File: config.mk
export PLATFORM = sky130hd
export DESIGN_NAME = checked_frame_receiver_page_assembler_core
export DESIGN_NICKNAME = d
export VERILOG_FILES = /design/src/rtl/cfrpa_pkg.sv /design/src/rtl/checked_frame_receiver_page_assembler_core.sv /design/src/rtl/cfrpa_front.sv /design/src/rtl/cfrpa_queue.sv /design/src/rtl/cfrpa_back.sv
export SDC_FILE = /design/constraint.sdc
export NUM_CORES = 1
export LEC_CHECK = 0
export BUFFER_PORTS_ARGS = -buffer_cell sky130_fd_sc_hd__buf_2
export CORE_MARGIN = 2
export CORE_UTILIZATION = 66
export CTS_CLUSTER_DIAMETER = 120
export CTS_CLUSTER_SIZE = 40
export DETAILED_ROUTE_END_ITERATION = 10
export PLACE_DENSITY = 0.83
export SYNTH_ARGS = -nofsm -noshare
export SYNTH_HDL_FRONTEND = slang
export SYNTH_SLANG_ARGS = --single-unit
File: constraint.sdc
create_clock -name clock -period 14.55 [get_ports clock]
set_input_delay 1.455 -clock clock [delete_from_list [all_inputs] [get_ports clock]]
set_output_delay 1.455 -clock clock [all_outputs]
set_load 0.02 [all_outputs]
File: src/rtl/cfrpa_pkg.sv
// Shared types and constants of the checked frame receiver and page assembler.
// Depends on nothing; every rtl file refers to it by scoped names.
`default_nettype none
package cfrpa_pkg;

   localparam int CHUNK_BYTES_DEF     = 128;
   localparam int CHUNKS_PER_PAGE_DEF = 16;
   localparam int FRAME_MAX_DEF       = 135;
   localparam int QUEUE_DEPTH         = 2;
   localparam int ACK_LEN             = 5;

   localparam logic [7:0]  HDR_BYTE      = 8'h01;
   localparam logic [15:0] TIMEOUT_RESET = 16'd200;
   localparam logic [15:0] IDLE_MAX      = 16'hFFFF;

   typedef enum logic [1:0] {
      ACT_BYTE     = 2'd0,
      ACT_TICK     = 2'd1,
      ACT_CONSUMED = 2'd2
   } act_type;

   typedef enum logic [1:0] {
      KIND_ACK   = 2'd0,
      KIND_WORD  = 2'd1,
      KIND_READY = 2'd2
   } kind_type;

   typedef enum logic [2:0] {
      BK_IDLE,
      BK_ACK,
      BK_FETCH,
      BK_WORD,
      BK_READY
   } bk_state_type;

   typedef struct packed {
      logic [7:0] idx;
      logic [7:0] len;
      logic       append;
      logic       ready;
      logic       fin;
      logic [8:0] base;
   } job_type;

   typedef struct packed {
      logic       en;
      logic [7:0] offset;
      logic [7:0] data;
   } mem_wr_type;

endpackage
`default_nettype wire

File: src/rtl/checked_frame_receiver_page_assembler_core.sv
// Channel  Dir  Handshake              Payload
// req      in   req_tvalid/req_tready  tdata rx_byte, tuser action
// rsp      out  rsp_tvalid/rsp_tready  tdata data, word_index; tuser kind, final; tlast
// csr      in   csr_valid/csr_ready    csr_data timeout_ticks
//
// For a good frame the back end takes the job, emits the five ack bytes, then does a
// fetch and an emit per payload word, ceil(len / 4) words, and emits page ready last
// when the job marks the page ready. While a payload job is outstanding, or the job
// queue is full, requests stall. Reset is synchronous; no clearing pass is needed.
// Depends on cfrpa_pkg, cfrpa_front, cfrpa_queue and cfrpa_back.
`default_nettype none
module checked_frame_receiver_page_assembler_core #(
   parameter int CHUNK_BYTES     = cfrpa_pkg::CHUNK_BYTES_DEF,
   parameter int CHUNKS_PER_PAGE = cfrpa_pkg::CHUNKS_PER_PAGE_DEF,
   parameter int FRAME_MAX       = cfrpa_pkg::FRAME_MAX_DEF
) (
   input  wire          clock,
   input  wire          reset,
   input  wire          req_tvalid,
   output logic         req_tready,
   input  wire  [7:0]   req_tdata,   // rx_byte[7:0]
   input  wire  [1:0]   req_tuser,   // action[1:0]
   output logic         rsp_tvalid,
   input  wire          rsp_tready,
   output logic [47:0]  rsp_tdata,   // data[31:0], word_index[40:32], zero fill
   output logic [2:0]   rsp_tuser,   // kind[1:0], final_frame[2]
   output logic         rsp_tlast,
   input  wire          csr_valid,
   output logic         csr_ready,
   input  wire  [15:0]  csr_data
);

   logic                  item_accept;
   logic                  lock;
   logic                  push;
   logic                  q_full;
   logic                  q_valid;
   logic                  pop;
   logic                  bk_done;
   cfrpa_pkg::job_type    push_job;
   cfrpa_pkg::job_type    pop_job;
   cfrpa_pkg::mem_wr_type wr;

   assign req_tready  = !q_full && !lock;
   assign item_accept = req_tvalid && req_tready;
   assign csr_ready   = 1'b1;

   cfrpa_front #(
      .CHUNK_BYTES     (CHUNK_BYTES),
      .CHUNKS_PER_PAGE (CHUNKS_PER_PAGE),
      .FRAME_MAX       (FRAME_MAX)
   ) u_front (
      .clock       (clock),
      .reset       (reset),
      .csr_valid   (csr_valid),
      .csr_data    (csr_data),
      .item_accept (item_accept),
      .action      (req_tuser),
      .rx_byte     (req_tdata),
      .bk_done     (bk_done),
      .lock        (lock),
      .push        (push),
      .job         (push_job),
      .wr          (wr)
   );

   cfrpa_queue u_queue (
      .clock    (clock),
      .reset    (reset),
      .push     (push),
      .push_job (push_job),
      .full     (q_full),
      .pop      (pop),
      .valid    (q_valid),
      .pop_job  (pop_job)
   );

   cfrpa_back #(
      .CHUNK_BYTES (CHUNK_BYTES)
   ) u_back (
      .clock      (clock),
      .reset      (reset),
      .wr         (wr),
      .job_valid  (q_valid),
      .job        (pop_job),
      .pop        (pop),
      .done       (bk_done),
      .rsp_tvalid (rsp_tvalid),
      .rsp_tready (rsp_tready),
      .rsp_tdata  (rsp_tdata),
      .rsp_tuser  (rsp_tuser),
      .rsp_tlast  (rsp_tlast)
   );

`ifndef SYNTHESIS
   a_push_not_full: assert property (@(posedge clock) disable iff (reset)
      push |-> !q_full)
      else $error("job pushed into a full queue");

   a_done_locked: assert property (@(posedge clock) disable iff (reset)
      bk_done |-> lock)
      else $error("payload walk finished without an outstanding lock");

   a_ready_last: assert property (@(posedge clock) disable iff (reset)
      (rsp_tvalid && rsp_tuser[1:0] == cfrpa_pkg::KIND_READY) |-> rsp_tlast)
      else $error("page ready not marked last");
`endif

endmodule
`default_nettype wire

File: src/rtl/cfrpa_front.sv
// Front end: frame parser, checksum, timeout and page bookkeeping.
// Issues jobs to the queue and payload byte writes to the back end; uses cfrpa_pkg.
`default_nettype none
module cfrpa_front #(
   parameter int CHUNK_BYTES     = cfrpa_pkg::CHUNK_BYTES_DEF,
   parameter int CHUNKS_PER_PAGE = cfrpa_pkg::CHUNKS_PER_PAGE_DEF,
   parameter int FRAME_MAX       = cfrpa_pkg::FRAME_MAX_DEF
) (
   input  wire                     clock,
   input  wire                     reset,
   input  wire                     csr_valid,
   input  wire  [15:0]             csr_data,
   input  wire                     item_accept,
   input  wire  [1:0]              action,
   input  wire  [7:0]              rx_byte,
   input  wire                     bk_done,
   output logic                    lock,
   output logic                    push,
   output cfrpa_pkg::job_type      job,
   output cfrpa_pkg::mem_wr_type   wr
);

   localparam int WPC = (CHUNK_BYTES + 3) / 4;
   localparam int CW  = $clog2(CHUNKS_PER_PAGE + 1);

   logic [7:0]    count_ff, count_in;
   logic [7:0]    sum_ff, sum_in;
   logic [7:0]    idx_ff, idx_in;
   logic [7:0]    len_ff, len_in;
   logic [7:0]    last_index_ff, last_index_in;
   logic          seen_ff, seen_in;
   logic [CW-1:0] chunk_ff, chunk_in;
   logic          busy_ff, busy_in;
   logic [15:0]   idle_ff, idle_in;
   logic [15:0]   timeout_ff, timeout_in;
   logic          lock_ff, lock_in;

   logic [7:0]    pos;
   logic [CW-1:0] chunk_next;
   logic [15:0]   idle_next;

   always_ff @(posedge clock) begin
      if (reset) begin
         count_ff      <= '0;
         last_index_ff <= '0;
         seen_ff       <= 1'b0;
         chunk_ff      <= '0;
         busy_ff       <= 1'b0;
         idle_ff       <= '0;
         timeout_ff    <= cfrpa_pkg::TIMEOUT_RESET;
         lock_ff       <= 1'b0;
      end else begin
         count_ff      <= count_in;
         last_index_ff <= last_index_in;
         seen_ff       <= seen_in;
         chunk_ff      <= chunk_in;
         busy_ff       <= busy_in;
         idle_ff       <= idle_in;
         timeout_ff    <= timeout_in;
         lock_ff       <= lock_in;
      end
   end

   always_ff @(posedge clock) begin
      sum_ff <= sum_in;
      idx_ff <= idx_in;
      len_ff <= len_in;
   end

   always_comb begin
      count_in      = count_ff;
      sum_in        = sum_ff;
      idx_in        = idx_ff;
      len_in        = len_ff;
      last_index_in = last_index_ff;
      seen_in       = seen_ff;
      chunk_in      = chunk_ff;
      busy_in       = busy_ff;
      idle_in       = idle_ff;
      timeout_in    = timeout_ff;
      push          = 1'b0;
      job           = '0;
      wr            = '0;
      pos           = '0;
      chunk_next    = chunk_ff + 1'b1;
      idle_next     = (idle_ff < cfrpa_pkg::IDLE_MAX) ? idle_ff + 16'd1 : idle_ff;

      if (csr_valid) begin
         timeout_in = csr_data;
      end

      if (item_accept) begin
         unique case (action)
            cfrpa_pkg::ACT_BYTE: begin
               idle_in  = '0;
               pos      = (count_ff >= 8'(FRAME_MAX)) ? 8'd0 : count_ff;
               count_in = pos + 8'd1;
               sum_in   = (pos == 8'd0) ? rx_byte : sum_ff + rx_byte;
               if (pos >= 8'd4 && pos < 8'(CHUNK_BYTES + 4)) begin
                  wr.en     = 1'b1;
                  wr.offset = pos - 8'd4;
                  wr.data   = rx_byte;
               end
               if (pos == 8'd0 || pos == 8'd1) begin
                  if (rx_byte != cfrpa_pkg::HDR_BYTE) begin
                     count_in = '0;
                  end
               end else if (pos == 8'd2) begin
                  idx_in = rx_byte;
               end else if (pos == 8'd3) begin
                  len_in = rx_byte;
               end else if (len_ff <= 8'(CHUNK_BYTES) &&
                            ({1'b0, pos} + 9'd1) == ({1'b0, len_ff} + 9'd5)) begin
                  count_in = '0;
                  if (8'(8'd0 - sum_ff) == rx_byte && !busy_ff) begin
                     push     = 1'b1;
                     job.idx  = idx_ff;
                     job.len  = len_ff;
                     seen_in  = 1'b1;
                     if (!seen_ff || idx_ff != last_index_ff) begin
                        last_index_in = idx_ff;
                        job.append    = 1'b1;
                        job.base      = 9'(chunk_ff * WPC);
                        chunk_in      = chunk_next;
                        if (chunk_next >= CW'(CHUNKS_PER_PAGE)) begin
                           chunk_in  = '0;
                           busy_in   = 1'b1;
                           job.ready = 1'b1;
                        end
                        if (len_ff == 8'd0) begin
                           chunk_in  = '0;
                           busy_in   = 1'b1;
                           job.ready = 1'b1;
                           job.fin   = 1'b1;
                        end
                     end
                  end
               end
               if (timeout_ff == 16'd0) begin
                  count_in = '0;
               end
            end
            cfrpa_pkg::ACT_TICK: begin
               idle_in = idle_next;
               if (idle_next >= timeout_ff) begin
                  count_in = '0;
               end
            end
            cfrpa_pkg::ACT_CONSUMED: begin
               busy_in = 1'b0;
            end
            default: begin
            end
         endcase
      end

      lock_in = lock_ff;
      if (push && job.append && job.len != 8'd0) begin
         lock_in = 1'b1;
      end else if (bk_done) begin
         lock_in = 1'b0;
      end
   end

   assign lock = lock_ff;

endmodule
`default_nettype wire

File: src/rtl/cfrpa_queue.sv
// Short job queue between the front end and the back end.
// Holds cfrpa_pkg::job_type entries; depth from cfrpa_pkg::QUEUE_DEPTH.
`default_nettype none
module cfrpa_queue (
   input  wire                  clock,
   input  wire                  reset,
   input  wire                  push,
   input  cfrpa_pkg::job_type   push_job,
   output logic                 full,
   input  wire                  pop,
   output logic                 valid,
   output cfrpa_pkg::job_type   pop_job
);

   localparam int DEPTH = cfrpa_pkg::QUEUE_DEPTH;
   localparam int PW    = (DEPTH > 1) ? $clog2(DEPTH) : 1;
   localparam int CNW   = $clog2(DEPTH + 1);

   cfrpa_pkg::job_type entries_ff [DEPTH];
   logic [PW-1:0]  wr_ptr_ff, wr_ptr_in;
   logic [PW-1:0]  rd_ptr_ff, rd_ptr_in;
   logic [CNW-1:0] count_ff, count_in;

   always_ff @(posedge clock) begin
      if (reset) begin
         wr_ptr_ff <= '0;
         rd_ptr_ff <= '0;
         count_ff  <= '0;
      end else begin
         wr_ptr_ff <= wr_ptr_in;
         rd_ptr_ff <= rd_ptr_in;
         count_ff  <= count_in;
      end
   end

   always_ff @(posedge clock) begin
      if (push) begin
         entries_ff[wr_ptr_ff] <= push_job;
      end
   end

   always_comb begin
      wr_ptr_in = wr_ptr_ff;
      rd_ptr_in = rd_ptr_ff;
      count_in  = count_ff;
      if (push) begin
         wr_ptr_in = (wr_ptr_ff == PW'(DEPTH - 1)) ? '0 : wr_ptr_ff + 1'b1;
      end
      if (pop) begin
         rd_ptr_in = (rd_ptr_ff == PW'(DEPTH - 1)) ? '0 : rd_ptr_ff + 1'b1;
      end
      if (push && !pop) begin
         count_in = count_ff + 1'b1;
      end else if (pop && !push) begin
         count_in = count_ff - 1'b1;
      end
   end

   assign full    = (count_ff == CNW'(DEPTH));
   assign valid   = (count_ff != '0);
   assign pop_job = entries_ff[rd_ptr_ff];

endmodule
`default_nettype wire

File: src/rtl/cfrpa_back.sv
// Back end: payload word memory and result sequencer with output register.
// Emits acknowledge bytes, payload words and page ready; uses cfrpa_pkg.
`default_nettype none
module cfrpa_back #(
   parameter int CHUNK_BYTES = cfrpa_pkg::CHUNK_BYTES_DEF
) (
   input  wire                     clock,
   input  wire                     reset,
   input  cfrpa_pkg::mem_wr_type   wr,
   input  wire                     job_valid,
   input  cfrpa_pkg::job_type      job,
   output logic                    pop,
   output logic                    done,
   output logic                    rsp_tvalid,
   input  wire                     rsp_tready,
   output logic [47:0]             rsp_tdata,   // data[31:0], word_index[40:32], zero fill
   output logic [2:0]              rsp_tuser,   // kind[1:0], final_frame[2]
   output logic                    rsp_tlast
);

   localparam int WPC = (CHUNK_BYTES + 3) / 4;
   localparam int AW  = (WPC > 1) ? $clog2(WPC) : 1;

   logic [31:0] mem_ff [WPC];
   logic [31:0] rd_data_ff;

   cfrpa_pkg::bk_state_type state_ff, state_in;
   cfrpa_pkg::job_type      job_ff, job_in;
   logic [2:0]  cnt_ff, cnt_in;
   logic [5:0]  k_ff, k_in;

   logic        rsp_valid_ff, rsp_valid_in;
   logic [1:0]  kind_ff, kind_in;
   logic [31:0] data_ff, data_in;
   logic [8:0]  widx_ff, widx_in;
   logic        fin_ff, fin_in;
   logic        last_ff, last_in;

   logic        slot_free;
   logic [8:0]  nwords;
   logic        last_word;
   logic [31:0] word;
   logic [7:0]  ack_byte;

   always_ff @(posedge clock) begin
      if (wr.en) begin
         mem_ff[wr.offset[AW+1:2]][wr.offset[1:0]*8 +: 8] <= wr.data;
      end
      rd_data_ff <= mem_ff[k_ff[AW-1:0]];
   end

   always_ff @(posedge clock) begin
      if (reset) begin
         state_ff     <= cfrpa_pkg::BK_IDLE;
         rsp_valid_ff <= 1'b0;
      end else begin
         state_ff     <= state_in;
         rsp_valid_ff <= rsp_valid_in;
      end
   end

   always_ff @(posedge clock) begin
      job_ff  <= job_in;
      cnt_ff  <= cnt_in;
      k_ff    <= k_in;
      kind_ff <= kind_in;
      data_ff <= data_in;
      widx_ff <= widx_in;
      fin_ff  <= fin_in;
      last_ff <= last_in;
   end

   always_comb begin
      nwords    = ({1'b0, job_ff.len} + 9'd3) >> 2;
      last_word = ({3'b0, k_ff} + 9'd1) == nwords;
      for (int j = 0; j < 4; j++) begin
         word[j*8 +: 8] = ({k_ff, 2'(j)} < job_ff.len) ? rd_data_ff[j*8 +: 8] : 8'd0;
      end
      unique case (cnt_ff)
         3'd0, 3'd1: ack_byte = cfrpa_pkg::HDR_BYTE;
         3'd2:       ack_byte = job_ff.idx;
         3'd3:       ack_byte = 8'd0;
         default:    ack_byte = 8'(9'h100 - {1'b0, cfrpa_pkg::HDR_BYTE}
                                   - {1'b0, cfrpa_pkg::HDR_BYTE} - {1'b0, job_ff.idx});
      endcase
   end

   always_comb begin
      slot_free    = !rsp_valid_ff || rsp_tready;
      state_in     = state_ff;
      job_in       = job_ff;
      cnt_in       = cnt_ff;
      k_in         = k_ff;
      rsp_valid_in = rsp_valid_ff && !rsp_tready;
      kind_in      = kind_ff;
      data_in      = data_ff;
      widx_in      = widx_ff;
      fin_in       = fin_ff;
      last_in      = last_ff;
      pop          = 1'b0;
      done         = 1'b0;

      unique case (state_ff)
         cfrpa_pkg::BK_IDLE: begin
            if (job_valid) begin
               pop      = 1'b1;
               job_in   = job;
               cnt_in   = '0;
               k_in     = '0;
               state_in = cfrpa_pkg::BK_ACK;
            end
         end
         cfrpa_pkg::BK_ACK: begin
            if (slot_free) begin
               rsp_valid_in = 1'b1;
               kind_in      = cfrpa_pkg::KIND_ACK;
               data_in      = {24'd0, ack_byte};
               widx_in      = '0;
               fin_in       = 1'b0;
               last_in      = 1'b0;
               cnt_in       = cnt_ff + 3'd1;
               if (cnt_ff == 3'(cfrpa_pkg::ACK_LEN - 1)) begin
                  if (job_ff.append && job_ff.len != 8'd0) begin
                     state_in = cfrpa_pkg::BK_FETCH;
                  end else if (job_ff.ready) begin
                     state_in = cfrpa_pkg::BK_READY;
                  end else begin
                     last_in  = 1'b1;
                     state_in = cfrpa_pkg::BK_IDLE;
                  end
               end
            end
         end
         cfrpa_pkg::BK_FETCH: begin
            state_in = cfrpa_pkg::BK_WORD;
         end
         cfrpa_pkg::BK_WORD: begin
            if (slot_free) begin
               rsp_valid_in = 1'b1;
               kind_in      = cfrpa_pkg::KIND_WORD;
               data_in      = word;
               widx_in      = job_ff.base + {3'b0, k_ff};
               fin_in       = 1'b0;
               last_in      = 1'b0;
               if (last_word) begin
                  done = 1'b1;
                  if (job_ff.ready) begin
                     state_in = cfrpa_pkg::BK_READY;
                  end else begin
                     last_in  = 1'b1;
                     state_in = cfrpa_pkg::BK_IDLE;
                  end
               end else begin
                  k_in     = k_ff + 6'd1;
                  state_in = cfrpa_pkg::BK_FETCH;
               end
            end
         end
         cfrpa_pkg::BK_READY: begin
            if (slot_free) begin
               rsp_valid_in = 1'b1;
               kind_in      = cfrpa_pkg::KIND_READY;
               data_in      = '0;
               widx_in      = '0;
               fin_in       = job_ff.fin;
               last_in      = 1'b1;
               state_in     = cfrpa_pkg::BK_IDLE;
            end
         end
         default: begin
            state_in = cfrpa_pkg::BK_IDLE;
         end
      endcase
   end

   assign rsp_tvalid = rsp_valid_ff;
   assign rsp_tdata  = {7'd0, widx_ff, data_ff};
   assign rsp_tuser  = {fin_ff, kind_ff};
   assign rsp_tlast  = last_ff;

endmodule
`default_nettype wire
==> results by group, run 1 <==
Synthesis
  • Ys Warns: 0
  • Area leader, netlist: edfxtp_1
  • Number of synthesized flops with an enable pin: 1171
  • Average size of a mapped cell: 18.6 um2
  • Post-Syn Area: 51400 um2
  • Yosys reg bits: 1267
  • Async SR Flop Fraction: 0
  • Synthesized instance count: 2770
  • Synth Flop Type: edfxtp_1
  • Share of the synthesized area in the top cell type: 0.684
  • Distinct cells, synth: 74
  • Most frequent cell after synthesis: edfxtp_1
  • Register area share after synthesis: 0.721
  • Post-synth top cells: 1171 x edfxtp_1, 320 x mux4_2, 200 x nor2_1, 112 x nand2_1, 96 x dfxtp_1
  • Synth area leaders: edfxtp_1 68%, mux4_2 14%, dfxtp_1 3.7%

GRT
  • Number of global-route vias before repair: 26300
  • Congestion Overflow GR: 0
  • Number of antenna violations at the first check in global routing: 7
  • First-pass GRT wire length: 172000 um
  • Largest net degree at the start of global routing: 125
  • GRT Overall Usage: 0.292

Detailed routing
  • DRT iter0 DRCs: 4058
  • Final WL: 116000 um
  • Met2 wire len: 56800 um
  • Vias/cell: 6.93
  • Post-Route M1 WL: 42700 um
  • DRC viols: 0
  • Pre-antenna DRT Iters: 7
  • WL met3: 13400 um
  • Highest routed layer: met5
  • Vias: 26700
  • Avg WL per Cell: 30.1 um
  • ANT nets after route: 0

Clock network
  • CTS tree: yes
  • Post-CTS Setup Inserts: 0
  • Clock transition at path regs: 0.14 ns
  • Post_cts resized: 0
  • Worst-Skew Late Latency: 0.64 ns
  • Hold Buf Count CTS: 0
  • CTS H-tree depth: 2
  • # clock sinks: 1267
  • Clk buf depth: 3
  • Root Buffer: clkbuf_16
  • Cts bufs inserted: 37

Critical path
  • Max incr delay on CP: 1.08 ns
  • Worst Path Buf+Inv: 1
  • Worst Path Arrival: 5.98 ns
  • Worst-path fanout max: 32
  • Largest delay share family, worst path: simple AND/OR/NAND/NOR gates
  • CP max-delay cell: and2_1
  • Type of the worst setup path: reg2reg
  • Startpoint class of the critical path: flop
  • CP cell instances: or4_4 -> o21a_1 -> nand2b_1 -> inv_1 -> ha_1 -> a21oi_1 -> nand3_1 -> nand2_1 -> a21oi_1 -> nand2_1 -> ha_1 -> nor4_2 -> and2_1
  • Req. time, crit path: 14.81 ns
  • Element type at the critical path end: flop

Floorplan
  • Area of the core: 77300 um2
  • Ports: 86
  • Starting Density: 0.665
  • Die Area: 80200 um2
  • Row count: 102
  • Die height: 283 um
  • Die W: 283 um

Place
  • Routability cong.: 0.904
  • Port Buffer Count: 77
  • HPWL after DPL: 75300 um
  • Place WS: 8.72 ns

Final layout
  • Fin util: 0.698
  • Synthesis-to-layout area growth: 4.96%
  • # nets final: 2874
  • Share of cells above drive strength 1: 0.194
  • # fillers: 4599

Job
  • # Max-Cap Violations: 0

STA
  • Peak Freq: 0.175 GHz
  • Shortest period the worst path allows: 5.72 ns
  • Unrepaired setup endpoints after global routing: no
  • Setup ws final: 8.83 ns
  • Final worst clock skew: 0.0313 ns
  • Setup-failing EPs final: 0
  • Worst-margin pin slew: 1.42 ns
  • Fin. Hold Viols: 0
  • Slew Limit Fails: 0
  • Slew HR: 0.0544
  • Period Utilization, post-route: 0.393
  • Setup TNS: 0 ns

Pwr
  • Leak: 0.0167 uW
  • Peak VDD IR: 0.249 mV
  • PwrDens: 134 nW/um2

Min path
  • Worst hold path type: reg2reg

Status
  • Status: finished clean
layer usage:
| metal | global-route usage | up-vias |
|---|---|---|
| met2 | 0.470 | 1750 |
| met4 | 0.0746 | 4 |
| li1 | - | 11000 |
| met1 | 0.415 | 13700 |
| met3 | 0.0638 | 229 |
| met5 | 0 | - |
final timing paths:
check                           startpoint                        to  cells after the start  slack (ns)
setup / recovery       u_front.count_ff[4]      u_back.mem_ff[4][21]                     13        8.83
hold / removal    u_front.last_index_ff[3]  u_front.last_index_ff[3]                      2        0.50
setup reg to reg       u_front.count_ff[4]      u_back.mem_ff[4][21]                     13        8.83
hold reg to reg   u_front.last_index_ff[3]  u_front.last_index_ff[3]                      2        0.50
worst register-to-register path, delay by kind of cell (launching register included):
kind | cells | cell delay (ns)
compound gates | 3 | 0.83
buf+inv | 1 | 0.16
flops | 1 | 0.45
simple gates | 7 | 3.26
fa+ha+maj | 2 | 0.66
layout make-up:
| cell class | count | area [um2] | share of cell area |
|---|---|---|---|
| sequential | 1267 | 37100 | 0.687 |
| timing repair buffer | 106 | 616 | 0.0114 |
| antenna | 6 | 15.0 | 0.000278 |
| inverter | 59 | 221 | 0.00410 |
| clock inverter | 3 | 28.8 | 0.000533 |
| clock buffer | 65 | 1070 | 0.0199 |
| multi-input combinational | 1315 | 13600 | 0.253 |
| tap | 1040 | 1300 | 0.0241 |
sequential cells by signal (all words and copies together), names as in the netlist, 9 cells and up:
register / count
u_back.data_ff: 32
u_back.job_ff: 23
u_back.mem_ff: 1024
u_back.rd_data_ff: 32
u_back.widx_ff: 9
u_front.idle_ff: 16
u_front.timeout_ff: 16
u_queue.entries_ff: 46
stage by stage:
stage                     instance area [um2]  power (uW)  cells  hold slack (ns)
after floorplan                         51500        5380   2776            0.432
after global placement                  52900        5730   3787            0.458
after detailed placement                52900        5790   3787            0.472
after CTS                               54000        7250   3855            0.500
after global routing                    54000        7450   3855            0.518
final                                   54000        7230   3861            0.504
report_power, final:
part,internal [uW],switching [uW]
Clock,520,989
Combinational,665,884
Sequential,4080,98.3
Total,5260,1970
cells by family (layout without fill, tap and decap cells):
family,after synthesis,in the layout,share of synthesized area
flops,1267,1267,0.721
simple gates,579,579,0.0558
mux,392,392,0.156
compound gates,211,211,0.0264
buf+inv,194,233,0.0151
xor+xnor,68,68,0.0118
fa+ha+maj,57,57,0.0140
other cells,2,14,0.000146
placed cells by master (no fill, tap or decap), drive strengths merged, types with 14 or more instances in the layout:
master	instances
ha	56
nor2b	20
nand4	14
nor2	200
xnor2	49
xor2	18
o21ai	54
inv	61
buf	106
mux2	56
and3	21
dfxtp	96
nand3	36
mux2i	16
nor3	29
nand2	112
mux4	320
and2	79
edfxtp	1171
nor4	21
clkbuf	65
a21oi	59
Power figures use the tool's default switching activity.
==> run 2, diff against run 1 <==
- CORE_UTILIZATION: 66 -> 63
- PLACE_DENSITY: 0.83 -> 0.8
- clock period: 14.55 -> 5.81 ns (I/O delays scaled with it)
==> run 2 against run 1 <==
Against the previous run: sequential cell count stayed put; via count decreased by 1.3%; core utilization decreased by 2.1 points; cell area is 1.2% higher.
==> results by group, run 2 (synthesis results as in run 1) <==
Status
  • Status: finished clean

Final layout
  • Share of cells above drive strength 1: 0.215 (+0.0215)
  • Max FFs per register: 1024 (unchanged)
  • Synthesis-to-layout area growth: 6.19%
  • # fillers: 4990 (+8.5%)
  • Most common cell after layout, fill and taps aside: edfxtp_1
  • Multi-input logic area: 13600 um2 (about the same)
  • Design Area, Final: 54600 um2 (+1.2%)
  • # nets final: 2951 (+2.7%)
  • Final Non-Filler Cells: 3952 (+2.4%)
  • N_diodes: 0 (-6)
  • Most frequent cells in the layout: 1171 x edfxtp_1, 320 x mux4_2, 199 x nor2_1, 112 x nand2_1, 102 x buf_4
  • Sequential Area: 37100 um2 (unchanged)

Place
  • Routability cong.: 0.899 (-0.56%)
  • Placed Area: 53500 um2 (+1.2%)
  • Port Buffer Count: 77 (unchanged)
  • Dpl cells: 3883 (+2.5%)
  • HPWL after DPL: 72700 um (-3.5%)

GRT
  • Congestion Overflow GR: 0 (unchanged)
  • First-pass GRT wire length: 167000 um (-2.9%)
  • GRT Overall Usage: 0.273 (-0.0188)
  • Largest net degree at the start of global routing: 164 (+31%)
  • Number of global-route vias before repair: 26100 (-0.60%)
  • Number of antenna violations at the first check in global routing: 8 (+1)

Critical path
  • Worst setup path start: u_front.count_ff[4]
  • Critical R2R Launch: u_front.count_ff[4]
  • Worst-path fanout max: 32 (unchanged)
  • Element type at the critical path end: flop
  • Crit Reg-Reg Endpoint: u_back.mem_ff[21][5]
  • Worst Reg-to-Reg Cells: 14 (+1)
  • Req. time, crit path: 6.10 ns (-8.71 ns)
  • Type of the worst setup path: reg2reg
  • Reg2reg setup slack: 0.60 ns (-8.23 ns)
  • Worst Path Arrival: 5.50 ns (-0.48 ns)
  • Startpoint class of the critical path: flop

STA
  • Period Utilization, post-route: 0.897 (+0.503)
  • Setup-failing EPs final: 0 (unchanged)
  • Shortest period the worst path allows: 5.21 ns (-0.511 ns)
  • Slew HR: 0.235 (+0.180)
  • Unrepaired setup endpoints after global routing: no
  • Final worst clock skew: 0.0395 ns (+0.00821 ns)
  • Setup TNS: 0 ns (unchanged)
  • Peak Freq: 0.192 GHz (+9.8%)
  • Worst-margin pin slew: 1.15 ns (-0.270 ns)
  • Fin. Hold Viols: 0 (unchanged)
  • Slew Limit Fails: 0 (unchanged)

Detailed routing
  • DRC viols: 0 (unchanged)
  • Final WL: 113000 um (-3.0%)
  • Vias: 26400 (-1.3%)
  • DRT iter0 DRCs: 3342 (-18%)
  • Avg WL per Cell: 28.5 um (-5.3%)
  • Pre-antenna DRT Iters: 8 (+1)
  • Vias/cell: 6.68 (-3.5%)
  • ANT nets after route: 0 (unchanged)

Job
  • # Max-Cap Violations: 0 (unchanged)

Min path
  • Cells on Worst Hold Path: 3 (+1)
  • Hold Crit Start: csr_data[3]
  • Worst hold path type: in2reg
  • Hold EP: u_front.timeout_ff[3]

Clock network
  • Root Buffer: clkbuf_16
  • CTS H-tree depth: 2 (unchanged)
  • Clk buf depth: 3 (unchanged)
  • Post-CTS Setup Inserts: 0 (unchanged)
  • Post_cts resized: 0 (unchanged)
  • Hold Buf Count CTS: 0 (unchanged)
  • CTS tree: yes
  • Cts bufs inserted: 38 (+2.7%)
  • Clock transition at path regs: 0.13 ns (about the same)
  • Worst-Skew Late Latency: 0.65 ns (about the same)
  • # clock sinks: 1267 (unchanged)

Floorplan
  • Row count: 104 (+2.0%)
  • Area of the core: 80700 um2 (+4.3%)
  • Die W: 290 um (+2.3%)
  • Ports: 86 (unchanged)
  • Die height: 290 um (+2.3%)
  • Starting Density: 0.637 (-0.0275)
  • Die Area: 83900 um2 (+4.7%)

Pwr
  • PwrDens: 330 nW/um2 (+150%)
  • Leak: 0.0172 uW (+3.0%)
  • Peak VDD IR: 0.554 mV (+120%)
==> run 2: metrics by stage <==
step / worst slack (ns) / hold slack (ns) / power [uW] / util
5_1_grt: 0.218 / 0.187 / 18600 / 0.677
2_1_floorplan: 0.310 / 0.432 / 13400 / -
6_report: 0.601 / 0.175 / 18000 / 0.677
4_1_cts: 0.720 / 0.155 / 18100 / 0.677
3_3_place_gp: 1.04 / 0.446 / 14300 / 0.663
3_5_place_dp: 0.765 / 0.461 / 14400 / 0.663
==> run 2: worst max path at each step <==
| stage | end | cells after the start |
|---|---|---|
| 3_3_place_gp | u_back.mem_ff[20][5] | 14 |
| 5_1_grt | u_back.mem_ff[21][5] | 14 |
| 2_1_floorplan | u_queue.entries_ff[0][10] | 13 |
| 3_5_place_dp | u_back.mem_ff[26][5] | 14 |
| 6_report | u_back.mem_ff[21][5] | 14 |
| 4_1_cts | u_back.mem_ff[21][5] | 14 |
==> run 2: power by group <==
part | switching (uW) | total, uW | internal, uW
Combinational | 2120 | 3720 | 1600
Sequential | 262 | 10500 | 10200
Clock | 2500 | 3820 | 1320
Total | 4880 | 18000 | 13100
==> run 2: critical path, stage by stage, from the launching register on <==
cell and delay, ns:
dfxtp_1 0.45, or4_4 0.58, o21ai_0 0.42, nand2_1 0.22
ha_1 0.30, a21oi_1 0.20, nand3_1 0.12, nand2_1 0.14
a21oi_1 0.05, buf_4 0.17, nand2_1 0.21, ha_1 0.33
nand2_1 0.37, nor2_1 0.36, and2_1 0.94
==> run 2: per-layer routing <==
metal	part of all wire	vias to the layer above	track usage
met2	0.50	1357	0.450
met1	0.38	13700	0.380
met5	0.00027	-	0
li1	-	11200	-
met3	0.086	178	0.0458
met4	0.033	6	0.0851
==> run 2: cell type report <==
cell class	count	share of cell area
inverter	59	0.00406
clock inverter	5	0.00121
clock buffer	64	0.0196
tap	1060	0.0243
sequential	1267	0.679
timing repair buffer	182	0.0222
multi-input combinational	1315	0.250
